**src/hdl/cct_pkg.sv**
```systemverilog
// Package for the crank cadence tracker: payload structs, status and
// controller state types, register indexes and fixed constants.
// No dependencies.
`timescale 1ns / 1ps

package cct_pkg;

   localparam int unsigned MINUTE_TICKS = 600000;
   localparam int unsigned PERIOD_STEP  = 100;
   localparam int unsigned CUTOFF_W     = 20;
   localparam int unsigned CSR_INDEX_W  = 3;
   localparam int unsigned CSR_DATA_W   = 20;

   localparam logic OP_UPDATE = 1'b0;
   localparam logic OP_PULSE  = 1'b1;

   localparam logic [1:0] HEALTH_OFF = 2'd0;
   localparam logic [1:0] HEALTH_OK  = 2'd1;

   localparam logic [CSR_INDEX_W-1:0] CSR_LOW_CUTOFF  = 3'd0;
   localparam logic [CSR_INDEX_W-1:0] CSR_HIGH_CUTOFF = 3'd1;
   localparam logic [CSR_INDEX_W-1:0] CSR_COAST_EXTRA = 3'd2;
   localparam logic [CSR_INDEX_W-1:0] CSR_POS_MAX     = 3'd3;
   localparam logic [CSR_INDEX_W-1:0] CSR_CRANK_CHAN  = 3'd4;

   typedef enum logic [1:0] {
      ST_NA    = 2'd0,
      ST_OK    = 2'd1,
      ST_COAST = 2'd2,
      ST_ERR   = 2'd3
   } track_status_type;

   typedef enum logic [2:0] {
      S_IDLE,
      S_PREP,
      S_SEL,
      S_DIV,
      S_FIN
   } ctrl_state_type;

   typedef struct packed {
      logic        opcode;
      logic [31:0] pulse_period;
      logic [2:0]  pulse_channel;
      logic [1:0]  sensor_health;
   } req_type;

   typedef struct packed {
      logic [7:0] cadence_rpm;
      logic [1:0] track_status;
      logic [7:0] crank_position;
   } rsp_type;

endpackage

```
**src/hdl/cct_serdiv.sv**
```systemverilog
// Restoring divider for the crank cadence tracker, one quotient bit per cycle.
// Depends on nothing; WIDTH-bit dividend and divisor.
`timescale 1ns / 1ps

module cct_serdiv #(
   parameter int unsigned WIDTH = 32
) (
   input  logic             clock,
   input  logic             reset,
   input  logic             start,
   input  logic [WIDTH-1:0] dividend,
   input  logic [WIDTH-1:0] divisor,
   output logic             busy,
   output logic             done,
   output logic [WIDTH-1:0] quotient
);

   localparam int unsigned CNT_W = $clog2(WIDTH + 1);

   logic [CNT_W-1:0] count_ff, count_in;
   logic             done_ff, done_in;
   logic [WIDTH-1:0] shift_ff, shift_in;
   logic [WIDTH-1:0] rem_ff, rem_in;
   logic [WIDTH-1:0] dvsr_ff, dvsr_in;
   logic [WIDTH:0]   trial;
   logic [WIDTH:0]   diff;
   logic             fits;

   assign trial = {rem_ff, shift_ff[WIDTH-1]};
   assign diff  = trial - {1'b0, dvsr_ff};
   assign fits  = trial >= {1'b0, dvsr_ff};

   always_comb begin
      count_in = count_ff;
      done_in  = 1'b0;
      shift_in = shift_ff;
      rem_in   = rem_ff;
      dvsr_in  = dvsr_ff;
      if (start) begin
         count_in = CNT_W'(WIDTH);
         shift_in = dividend;
         rem_in   = '0;
         dvsr_in  = divisor;
      end else if (count_ff != '0) begin
         count_in = count_ff - 1'b1;
         shift_in = {shift_ff[WIDTH-2:0], fits};
         rem_in   = fits ? diff[WIDTH-1:0] : trial[WIDTH-1:0];
         done_in  = (count_ff == CNT_W'(1));
      end
   end

   always_ff @(posedge clock) begin
      if (reset) begin
         count_ff <= '0;
         done_ff  <= 1'b0;
      end else begin
         count_ff <= count_in;
         done_ff  <= done_in;
      end
      shift_ff <= shift_in;
      rem_ff   <= rem_in;
      dvsr_ff  <= dvsr_in;
   end

   assign busy     = (count_ff != '0);
   assign done     = done_ff;
   assign quotient = shift_ff;

endmodule

```
**src/hdl/crank_cadence_tracker_core.sv**
```systemverilog
// Crank cadence tracker top level: status machine, state registers, CSRs.
// Depends on cct_pkg and cct_serdiv.
// A transfer passes S_PREP and S_FIN with no divide; a matching pulse adds S_DIV,
// and an update that recomputes cadence adds S_SEL and S_DIV (serial divider,
// one bit per cycle). S_FIN registers the response, waiting while one is held.
// Reset is synchronous: state and CSR registers to defaults, status n/a.
`timescale 1ns / 1ps

module crank_cadence_tracker_core #(
   parameter int unsigned PERIOD_BITS = 32
) (
   input  logic                               clock,
   input  logic                               reset,
   input  logic                               req_valid,
   output logic                               req_ready,
   input  cct_pkg::req_type                   req_data,
   output logic                               rsp_valid,
   input  logic                               rsp_ready,
   output cct_pkg::rsp_type                   rsp_data,
   input  logic                               csr_valid,
   output logic                               csr_ready,
   input  logic [cct_pkg::CSR_INDEX_W-1:0]    csr_index,
   input  logic [cct_pkg::CSR_DATA_W-1:0]     csr_data
);

   import cct_pkg::*;

   localparam int unsigned PB = PERIOD_BITS;

   ctrl_state_type   state_ff, state_in;
   track_status_type status_ff, status_in;
   req_type          item_ff, item_in;
   rsp_type          rsp_ff, rsp_in;
   logic             rsp_valid_ff, rsp_valid_in;

   logic [CUTOFF_W-1:0] low_ff, low_in;
   logic [CUTOFF_W-1:0] high_ff, high_in;
   logic [7:0]          extra_ff, extra_in;
   logic [7:0]          pmax_ff, pmax_in;
   logic [2:0]          chan_ff, chan_in;

   logic [PB-1:0] period_ff, period_in;
   logic [PB-1:0] count_ff, count_in;
   logic [7:0]    pos_ff, pos_in;
   logic [7:0]    cad_ff, cad_in;

   logic          div_start;
   logic [PB-1:0] div_dividend;
   logic [PB-1:0] div_divisor;
   logic          div_busy;
   logic          div_done;
   logic [PB-1:0] div_quot;

   logic [PB-1:0] low_ext;
   logic [PB-1:0] high_ext;
   logic [PB:0]   grown;
   logic          faulty;

   cct_serdiv #(.WIDTH(PB)) u_div (
      .clock    (clock),
      .reset    (reset),
      .start    (div_start),
      .dividend (div_dividend),
      .divisor  (div_divisor),
      .busy     (div_busy),
      .done     (div_done),
      .quotient (div_quot)
   );

   assign low_ext  = PB'(low_ff);
   assign high_ext = PB'(high_ff);
   assign grown    = {1'b0, period_ff} + (PB + 1)'(PERIOD_STEP);
   assign faulty   = (item_ff.sensor_health != HEALTH_OFF) &&
                     (item_ff.sensor_health != HEALTH_OK);

   // configuration
   assign csr_ready = 1'b1;

   always_comb begin
      low_in   = low_ff;
      high_in  = high_ff;
      extra_in = extra_ff;
      pmax_in  = pmax_ff;
      chan_in  = chan_ff;
      if (csr_valid) begin
         unique case (csr_index)
            CSR_LOW_CUTOFF:  low_in   = csr_data;
            CSR_HIGH_CUTOFF: high_in  = csr_data;
            CSR_COAST_EXTRA: extra_in = csr_data[7:0];
            CSR_POS_MAX:     pmax_in  = csr_data[7:0];
            CSR_CRANK_CHAN:  chan_in  = csr_data[2:0];
            default: ;
         endcase
      end
   end

   // controller
   always_comb begin
      state_in     = state_ff;
      status_in    = status_ff;
      item_in      = item_ff;
      rsp_in       = rsp_ff;
      rsp_valid_in = rsp_valid_ff;
      period_in    = period_ff;
      count_in     = count_ff;
      pos_in       = pos_ff;
      cad_in       = cad_ff;
      div_start    = 1'b0;
      div_dividend = PB'(MINUTE_TICKS);
      div_divisor  = period_ff;
      req_ready    = 1'b0;

      if (rsp_valid_ff && rsp_ready) begin
         rsp_valid_in = 1'b0;
      end

      unique case (state_ff)
         S_IDLE: begin
            req_ready = 1'b1;
            if (req_valid) begin
               item_in  = req_data;
               state_in = S_PREP;
            end
         end
         S_PREP: begin
            state_in = S_FIN;
            if (item_ff.opcode == OP_PULSE) begin
               if (item_ff.pulse_channel == chan_ff) begin
                  period_in    = item_ff.pulse_period[PB-1:0];
                  pos_in       = '0;
                  div_start    = 1'b1;
                  div_dividend = item_ff.pulse_period[PB-1:0];
                  div_divisor  = PB'(PERIOD_STEP);
                  state_in     = S_DIV;
               end
            end else begin
               unique case (status_ff)
                  ST_NA: begin
                     if (count_ff != '0) status_in = ST_OK;
                     if (faulty) status_in = ST_ERR;
                  end
                  ST_OK, ST_COAST: begin
                     if (faulty) begin
                        status_in = ST_ERR;
                     end else if (|count_ff[PB-1:1]) begin
                        status_in = ST_OK;
                        count_in  = count_ff - 1'b1;
                        state_in  = S_SEL;
                     end else begin
                        if (period_ff < low_ext) begin
                           period_in = grown[PB] ? '1 : grown[PB-1:0];
                           state_in  = S_SEL;
                        end
                        status_in = ST_COAST;
                        pos_in    = pmax_ff;
                     end
                  end
                  ST_ERR: begin
                     if (item_ff.sensor_health == HEALTH_OK) status_in = ST_COAST;
                  end
                  default: ;
               endcase
            end
         end
         S_SEL: begin
            div_start = 1'b1;
            if (period_ff >= low_ext) begin
               div_divisor = low_ext;
            end else if (period_ff <= high_ext) begin
               div_divisor = high_ext;
            end else begin
               div_divisor = period_ff;
            end
            state_in = S_DIV;
         end
         S_DIV: begin
            if (div_done) begin
               if (item_ff.opcode == OP_PULSE) begin
                  count_in = div_quot + PB'(extra_ff);
               end else begin
                  cad_in = (|div_quot[PB-1:8]) ? 8'hFF : div_quot[7:0];
               end
               state_in = S_FIN;
            end
         end
         S_FIN: begin
            if (!rsp_valid_ff || rsp_ready) begin
               rsp_in.cadence_rpm    = cad_ff;
               rsp_in.track_status   = status_ff;
               rsp_in.crank_position = pos_ff;
               rsp_valid_in          = 1'b1;
               state_in              = S_IDLE;
            end
         end
         default: state_in = S_IDLE;
      endcase
   end

   always_ff @(posedge clock) begin
      if (reset) begin
         state_ff     <= S_IDLE;
         status_ff    <= ST_NA;
         rsp_valid_ff <= 1'b0;
         low_ff       <= CUTOFF_W'(60000);
         high_ff      <= CUTOFF_W'(3000);
         extra_ff     <= 8'd2;
         pmax_ff      <= 8'd36;
         chan_ff      <= 3'd0;
         period_ff    <= '0;
         count_ff     <= '0;
         pos_ff       <= '0;
         cad_ff       <= '0;
      end else begin
         state_ff     <= state_in;
         status_ff    <= status_in;
         rsp_valid_ff <= rsp_valid_in;
         low_ff       <= low_in;
         high_ff      <= high_in;
         extra_ff     <= extra_in;
         pmax_ff      <= pmax_in;
         chan_ff      <= chan_in;
         period_ff    <= period_in;
         count_ff     <= count_in;
         pos_ff       <= pos_in;
         cad_ff       <= cad_in;
      end
      item_ff <= item_in;
      rsp_ff  <= rsp_in;
   end

   assign rsp_valid = rsp_valid_ff;
   assign rsp_data  = rsp_ff;

   a_div_only_in_div: assert property (@(posedge clock) disable iff (reset)
      div_done |-> state_ff == S_DIV)
      else $error("divider finished outside divide state");

   a_div_running: assert property (@(posedge clock) disable iff (reset)
      state_ff == S_DIV |-> div_busy || div_done)
      else $error("waiting on an idle divider");

   a_pulse_keeps_status: assert property (@(posedge clock) disable iff (reset)
      (state_ff == S_PREP && item_ff.opcode == OP_PULSE) |=>
         status_ff == $past(status_ff))
      else $error("pulse transfer changed status");

   a_accept_to_prep: assert property (@(posedge clock) disable iff (reset)
      (req_valid && req_ready) |=> state_ff == S_PREP)
      else $error("accepted transfer not processed");

endmodule

```
**config.mk**
```make
export PLATFORM = sky130hd
export DESIGN_NAME = crank_cadence_tracker_core
export DESIGN_NICKNAME = d
export VERILOG_FILES = /design/src/hdl/cct_pkg.sv /design/src/hdl/cct_serdiv.sv /design/src/hdl/crank_cadence_tracker_core.sv
export SDC_FILE = /design/constraint.sdc
export NUM_CORES = 1
export LEC_CHECK = 0
export BUFFER_PORTS_ARGS = -buffer_cell sky130_fd_sc_hd__buf_4
export CAP_MARGIN = 20
export CORE_ASPECT_RATIO = 0.9
export CORE_MARGIN = 10
export CORE_UTILIZATION = 30
export DETAILED_ROUTE_END_ITERATION = 10
export PLACE_DENSITY = 0.46
export SKIP_CTS_REPAIR_TIMING = 1
export SLEW_MARGIN = 40
export SYNTH_ARGS = -nofsm -noshare
export SYNTH_HDL_FRONTEND = slang
export SYNTH_HIERARCHICAL = 1
export SYNTH_SLANG_ARGS = --single-unit
```
**constraint.sdc**
```tcl
create_clock -name clock -period 5.89 [get_ports clock]
set_clock_uncertainty 0.15 [all_clocks]
set_input_delay 0 -clock clock [delete_from_list [all_inputs] [get_ports clock]]
set_output_delay 0 -clock clock [all_outputs]
set_load 0.1 [all_outputs]
```
==> impl_metrics.env, run 1 <==
export IMPL_run_status="complete, no violations"
export IMPL_cts_tree="done"
export IMPL_port_buffers=85
export IMPL_synth_seq_cells=304
export IMPL_drv_cap=0
export IMPL_use_met1_pct=22.90
export IMPL_finalInstanceArea_sq_mm=0.02046
export IMPL_overflow=0
export IMPL_syn_inst=1948
export IMPL_first_pass_iters=7
export IMPL_wire_per_inst_um=19.24
export IMPL_ir_worst_vdd_mv=0.2106
export IMPL_area_growth_pct=19.59
export IMPL_start_util_pct=30.53
export IMPL_dieArea_sq_mm=0.06698
export IMPL_grt_max_degree=52
export IMPL_gr_usage_met3_pct=2.547
export IMPL_first_global_vias=13980
export IMPL_fillers=5846
export IMPL_clockBufferDepth=3
export IMPL_routed_wl_um=54760
export IMPL_timing_rr_start="u_div/quotient[31]"
export IMPL_grt_pass1_wl_um=84460
export IMPL_synth_top_area_share_pct=21.53
export IMPL_critical_path_top_delay_family="compound AO/OA/AOI/OAI gates"
export IMPL_fmax_ghz=0.2791
export IMPL_synth_main_ff_cell="dfxtp_1"
export IMPL_cts_sinks=304
export IMPL_synth_warnings=6
export IMPL_io_pins=87
export IMPL_track_usage_pct=15.85
export IMPL_report_power_total_mw=8.264
export IMPL_tightest_slew_ps=747.9
export IMPL_syn_nets=2103
export IMPL_critPathSlowestCell="edfxtp_1"
export IMPL_worst_ep_arrival_time_ps=3900
export IMPL_setup_viol=0
export IMPL_cts_made_buffers=38
export IMPL_synth_area_per_cell_sq_um=8.781
export IMPL_grt_use_met2_pct=24.18
export IMPL_hold_viol=0
export IMPL_drt_iter0_drc=974
export IMPL_yosysUniqueCellTypes=95
export IMPL_clkTransAtPathRegs_ps=60
export IMPL_reg2reg_slack_ps=2310
export IMPL_place_area_sq_mm=0.01856
export IMPL_cp_end_kind="flop"
export IMPL_drc_errors=0
export IMPL_startpoint="u_div/quotient[31]"
export IMPL_startpoint_type="flop"
export IMPL_endpoint="u_div/rem_ff[30]"
export IMPL_critPathMostFrequentCell="nor4_1"
export IMPL_r2r_end="u_div/rem_ff[30]"
export IMPL_viasPerCell=5.186
export IMPL_cp_buffers_inverters=1
export IMPL_htreeDepth=2
export IMPL_power_leakage_nw=7.818
export IMPL_worstSetupPathType="flop to flop"
export IMPL_critPathMaxFanout=4
export IMPL_place_gp_congestion=0.8366
export IMPL_die_w_um=271.7
export IMPL_num_nets_final=2214
export IMPL_internal_power_mw=5.203
export IMPL_power_share_sequential_pct=36.1
export IMPL_setup_tns_ps=0
export IMPL_period_needed_ps=3583
export IMPL_synth_edf_count=120
export IMPL_clock_latency_ps=560
export IMPL_holdWs_ps=13.01
export IMPL_dr_total_vias=14770
export IMPL_syn_area_sq_mm=0.01711
export IMPL_worstPathRequired_ps=6210
export IMPL_dpl_hpwl_um=40410
export IMPL_drv_slew=0
export IMPL_path_cells="inv_1, ha_1, fa_1, and2b_1, o2111ai_1, a211o_1, a31oi_4, a31oi_1, o211ai_2, nor4bb_1, nor4_1, nor4_1"
export IMPL_slowest_delay_ps=530
export IMPL_finalCritPeriodShare_pct=60.84
export IMPL_postRouteAntennaNets=0
export IMPL_p_clk_share_pct=27.8
export IMPL_die_y_um=246.5
export IMPL_synth_area_top_cells="dfxtp_1, edfxtp_1, ha_1, a21oi_1, nand2_1"
export IMPL_power_switching_mw=3.060
export IMPL_antenna_found_initial=5
export IMPL_rows=82
export IMPL_busiest_layer="met2"
export IMPL_switching_share_pct=37.03
export IMPL_yosysTopAreaCell="dfxtp_1"
export IMPL_ys_seq_area_share_pct=42.60
export IMPL_synth_async_reset_ratio_pct=0
export IMPL_cts_root_buf="clkbuf_16"
export IMPL_powerDensity_mw_per_mm2=404.0
export IMPL_hp_class="primary input to flop"
export IMPL_cp_num_cells=12
export IMPL_p_comb_share_pct=36.0
export IMPL_ff2ff_path_depth=12
export IMPL_rsz0062_at_grt="no"
export IMPL_maxSlewHeadroom_pct=50.14
export IMPL_drive_above_1_share_pct=11.45
export IMPL_core_sq_mm=0.05602
-- per-stage QoR --
step	worst slack (ps)	cells	utilization, %
2_1_floorplan	1387	1948	-
3_3_place_gp	1745	2704	32.97
3_5_place_dp	2016	2708	33.13
4_1_cts	1981	2777	35.29
5_1_grt	2130	2846	36.51
6_report	2307	2847	36.52
-- registers in the layout, summed over array words and instances (netlist names), 18 cells and up --
signal          flops
u_div/rem_ff       32
item_ff            38
period_ff          32
low_ff             20
rsp_data           18
high_ff            20
count_ff           32
u_div/quotient     32
u_div/dvsr_ff      32
-- synth_stat cells, types with 37 or more instances --
master and count:
dfxtp_1 184, nor3_1 49, nand2_1 235, a21oi_1 179, inv_1 120, o21ai_0 53
and2_1 37, clkbuf_1 83, ha_1 87, nor2_1 189, nand3_1 43, edfxtp_1 120
-- placed cells by master (no fill, tap or decap), drive strengths merged, types with 11 or more instances in the layout --
master	synthesis	routed
nor2	189	189
a211oi	27	27
mux2	32	32
o21ai	75	75
clkinv	2	19
a311oi	19	19
a21oi	181	181
clkbuf	85	48
edfxtp	120	120
nand4	29	29
o22ai	11	11
o211ai	11	11
nand2	235	235
a221o	19	19
xor2	26	26
nor3	51	51
o21a	12	12
xnor2	34	34
nor3b	14	14
nand2b	21	21
dfxtp	184	184
a21o	17	17
or3	15	15
inv	120	122
ha	87	87
a211o	21	21
nand3	43	43
dlygate4sd3	0	67
and2	37	37
and3	18	18
nor4	31	31
a31oi	19	19
buf	24	113
nor2b	13	13
-- power by group through the flow --
stage,clock (mW),combinational (mW),sequential (mW)
after global placement,0,2.87,3.03
final,2.30,2.98,2.99
after global routing,2.45,3.33,3.04
after CTS,2.37,2.95,2.99
after floorplan,0,2.27,2.89
after detailed placement,0,2.94,3.03
-- kinds of logic (layout without fill, tap and decap cells) --
| family | Yosys count | count (layout) | synth area share [%] |
|---|---|---|---|
| and+or+nand+nor | 734 | 734 | 20.73 |
| AOI/OAI and AO/OA | 493 | 493 | 19.41 |
| DFF | 304 | 304 | 42.60 |
| buffers and inverters | 231 | 371 | 5.230 |
| adders and majority gates | 89 | 89 | 6.598 |
| xor gates and xnor gates | 60 | 60 | 3.072 |
| muxes | 36 | 36 | 2.341 |
| other | 1 | 4 | 0.02192 |
-- metal layers --
metal,share of wire (%),up-vias
met3,4.7,51
met2,43,307
met4,1.5,0
li1,-,7289
met5,0,-
met1,50,7118
-- layout make-up --
class | instances | area (sq um) | area share, %
antenna | 3 | 7.507 | 0.03670
timing repair buffer | 180 | 1559 | 7.621
clock inverter | 21 | 162.7 | 0.7952
tap | 756 | 945.9 | 4.624
inverter | 122 | 457.9 | 2.239
multi-input combinational | 1413 | 8986 | 43.93
clock buffer | 48 | 1050 | 5.132
sequential | 304 | 7287 | 35.62
-- worst min-delay path by stage --
stage | slack, ps | startpoint | to | cells after the start
2_1_floorplan | -80 | reset | u_div/count_ff[5] | 1
3_3_place_gp | 30 | req_data[6] | item_ff[6] | 1
3_5_place_dp | 30 | req_data[18] | item_ff[18] | 1
4_1_cts | -570 | req_data[19] | item_ff[19] | 1
5_1_grt | 0.3 | req_data[24] | item_ff[24] | 2
6_report | 10 | req_data[17] | item_ff[17] | 2
Power figures use the tool's default switching activity.
==> run 2: changes to the inputs <==
--- a/config.mk
+++ b/config.mk
@@ -5,13 +5,14 @@
 export SDC_FILE = /design/constraint.sdc
 export NUM_CORES = 1
 export LEC_CHECK = 0
+export ABC_AREA = 1
 export BUFFER_PORTS_ARGS = -buffer_cell sky130_fd_sc_hd__buf_4
 export CAP_MARGIN = 20
 export CORE_ASPECT_RATIO = 0.9
 export CORE_MARGIN = 10
 export CORE_UTILIZATION = 30
 export DETAILED_ROUTE_END_ITERATION = 10
-export PLACE_DENSITY = 0.46
+export PLACE_DENSITY = 0.47
 export SKIP_CTS_REPAIR_TIMING = 1
 export SLEW_MARGIN = 40
 export SYNTH_ARGS = -nofsm -noshare
==> constraint.sdc (replaced) <==
create_clock -name clock -period 3.1 [get_ports clock]
set_clock_uncertainty 0.15 [all_clocks]
set_input_delay 0 -clock clock [delete_from_list [all_inputs] [get_ports clock]]
set_output_delay 0 -clock clock [all_outputs]
set_load 0.1 [all_outputs]
==> run 2 against run 1 <==
  * The flow now finishes with violations (hold timing)
  * Sequential power up 93%
  * Final area up 11%
  * Global-route usage up 1.2 points
  * Power up 130%
  * Clock power up 110%
  * Critical path type unchanged
  * Wire length up 17%
  * Critical endpoint is now u_div/dvsr_ff[3]
  * Worst hold slack worse by 23 ps
  * Synthesized cell count up 37%
  * First-iteration DRC count up 27%
  * Synthesized area up 9.3%
  * Utilization up 0.52 points
==> impl_metrics.env, run 2 <==
export IMPL_holdWs_ps=-10.38
export IMPL_area_growth_pct=21.75
export IMPL_largest_reg_flops=38
export IMPL_overflow=0
export IMPL_synth_warnings=6
export IMPL_synth_area_top_cells="dfxtp_1, edfxtp_1, nand2_1, inv_1, ha_1"
export IMPL_dpl_hpwl_um=47750
export IMPL_ir_worst_vdd_mv=0.3913
export IMPL_r2r_end="u_div/dvsr_ff[3]"
export IMPL_yosysTopAreaCell="dfxtp_1"
export IMPL_start_util_pct=30.42
export IMPL_critPathMaxFanout=21
export IMPL_drive_above_1_share_pct=9.611
export IMPL_antenna_found_initial=0
export IMPL_die_w_um=283.1
export IMPL_power_leakage_nw=10.59
export IMPL_rows=86
export IMPL_grt_max_degree=46
export IMPL_synth_edf_count=120
export IMPL_maxSlewHeadroom_pct=55.67
export IMPL_track_usage_pct=17.02
export IMPL_syn_nets=2816
export IMPL_cts_root_buf="clkbuf_16"
export IMPL_viasPerCell=4.784
export IMPL_first_pass_iters=6
export IMPL_ff2ff_path_depth=17
export IMPL_cts_made_buffers=39
export IMPL_startpoint_type="flop"
export IMPL_first_global_vias=17110
export IMPL_fmax_ghz=0.3535
export IMPL_cts_sinks=304
export IMPL_synth_common_cells="nand2_1, inv_1, nor2_1"
export IMPL_yosysUniqueCellTypes=51
export IMPL_ff_latch_area_sq_mm=0.007287
export IMPL_worstSetupPathType="flop to flop"
export IMPL_htreeDepth=2
export IMPL_synth_top_area_share_pct=19.71
export IMPL_powerDensity_mw_per_mm2=826.5
export IMPL_largest_register="item_ff"
export IMPL_period_needed_ps=2829
export IMPL_grt_pass1_wl_um=99540
export IMPL_wire_per_inst_um=17.17
export IMPL_whs_endpoint="item_ff[37]"
export IMPL_die_y_um=256.8
export IMPL_ys_seq_area_share_pct=38.98
export IMPL_routed_wl_um=63830
export IMPL_multi_input_area_sq_mm=0.009659
export IMPL_violations="hold timing"
export IMPL_worstPathRequired_ps=3260
export IMPL_fillers=6548
export IMPL_syn_area_sq_mm=0.01869
export IMPL_place_gp_congestion=0.8997
export IMPL_final_common_cell="nand2_1"
export IMPL_tightest_slew_ps=665.0
export IMPL_dieArea_sq_mm=0.07271
export IMPL_finalCritPeriodShare_pct=91.27
export IMPL_clockBufferDepth=3
export IMPL_drv_slew=0
export IMPL_clkTransAtPathRegs_ps=60
export IMPL_hold_path_depth=2
export IMPL_drc_errors=0
export IMPL_core_sq_mm=0.06144
export IMPL_hold_viol=1
export IMPL_mostFrequentLayoutCells="nand2_1, inv_1, nor2_1"
export IMPL_min_from="req_data[37]"
export IMPL_run_status="finished with violations"
export IMPL_worst_ep_arrival_time_ps=2990
export IMPL_place_area_sq_mm=0.02051
export IMPL_port_buffers=85
export IMPL_postRouteAntennaNets=0
export IMPL_clock_latency_ps=580
export IMPL_drv_cap=0
export IMPL_timing_rr_start="low_ff[7]"
export IMPL_synth_seq_cells=304
export IMPL_hp_class="primary input to flop"
export IMPL_drt_iter0_drc=1234
export IMPL_cts_tree="done"
export IMPL_finalInstanceArea_sq_mm=0.02276
export IMPL_cp_end_kind="flop"
export IMPL_io_pins=87
export IMPL_rsz0062_at_grt="no"
export IMPL_diodes=0
export IMPL_synth_main_ff_cell="dfxtp_1"
export IMPL_synth_most_common_cell="nand2_1"
export IMPL_synth_area_per_cell_sq_um=7.025
export IMPL_num_nets_final=3006
export IMPL_reg2reg_slack_ps=270
export IMPL_dr_total_vias=17790
export IMPL_syn_inst=2661
export IMPL_setup_viol=0
export IMPL_synth_async_reset_ratio_pct=0
==> run 2: changes by cell type after synthesis, moves of 19 or more <==
cell and change:
nand2_1 +562, inv_1 +233, nand3_1 +148, o21ai_0 +77, nor2_1 +39, and2_1 -34
clkbuf_1 -34, mux2_2 -32, a211oi_1 -22, nand3b_1 +22, a211o_1 -21, nand2b_1 -21
a221o_1 -19
==> run 2: cell families after synthesis <==
kind of cell / count (synthesis) / share of synthesized area (%)
flops: 304 / 38.98
xor+xnor: 61 / 2.858
other cells: 1 / 0.02006
compound gates: 369 / 10.83
fa+ha+maj: 89 / 6.037
buf+inv: 453 / 9.605
simple gates: 1384 / 31.67
==> run 2: worst max path at each step <==
| stage | start | depth (start not counted) | slack (ps) | to |
|---|---|---|---|---|
| 4_1_cts | u_div/quotient[0] | 13 | 90 | count_ff[30] |
| 5_1_grt | u_div/quotient[2] | 11 | 40 | count_ff[23] |
| 6_report | low_ff[7] | 17 | 270 | u_div/dvsr_ff[3] |
| 3_5_place_dp | u_div/quotient[0] | 13 | 150 | count_ff[30] |
| 3_3_place_gp | u_div/quotient[0] | 13 | 200 | count_ff[30] |
| 2_1_floorplan | state_ff[0] | 11 | -10 | u_div/quotient[0] |
==> run 2: power breakdown <==
part	switching (mW)	leakage (nW)	total, mW	internal, mW
Clock	1.92	0.656	4.83	2.91
Combinational	5.32	7.28	8.21	2.89
Sequential	0.721	2.66	5.77	5.05
==> run 2: metrics by stage <==
step / instances / power [mW] / worst slack, ps / setup TNS [ps] / util, %
after floorplan: 2661 / 11.57 / -12.84 / -461.3 / -
after global placement: 3556 / 13.92 / 197.3 / 0 / 33.37
after detailed placement: 3556 / 13.97 / 150.3 / 0 / 33.37
after CTS: 3628 / 18.91 / 93.14 / 0 / 35.56
after global routing: 3718 / 20.36 / 41.16 / 0 / 37.04
final: 3718 / 18.81 / 270.8 / 0 / 37.04
==> run 2: layout make-up <==
class                      count  area share (%)
timing repair buffer         235           8.961
clock inverter                21           1.286
clock buffer                  51           4.618
sequential                   304           32.02
tap                          836           4.596
inverter                     367           6.075
multi-input combinational   1904           42.44
==> run 2: critical path, cell delays in order (launching register included) <==
cell and delay [ps]:
dfxtp_1 340, inv_1 70, ha_1 320, nand2_1 80
nor2_1 260, nand2_1 90, nand2_1 60, nand2_1 40
nand2_1 50, nand2_1 70, nand3_1 110, buf_4 310
inv_1 100, buf_4 210, nand3_1 110, nand2_1 50
nand2_1 50, nand2_1 80
==> run 2: layer usage <==
layer | track usage, % | part of all wire, % | vias up
li1 | - | - | 8990
met4 | 3.855 | 2.0 | 0
met3 | 2.794 | 5.6 | 77
met2 | 26.80 | 44 | 394
met5 | 0 | 0 | -
met1 | 23.97 | 49 | 8325
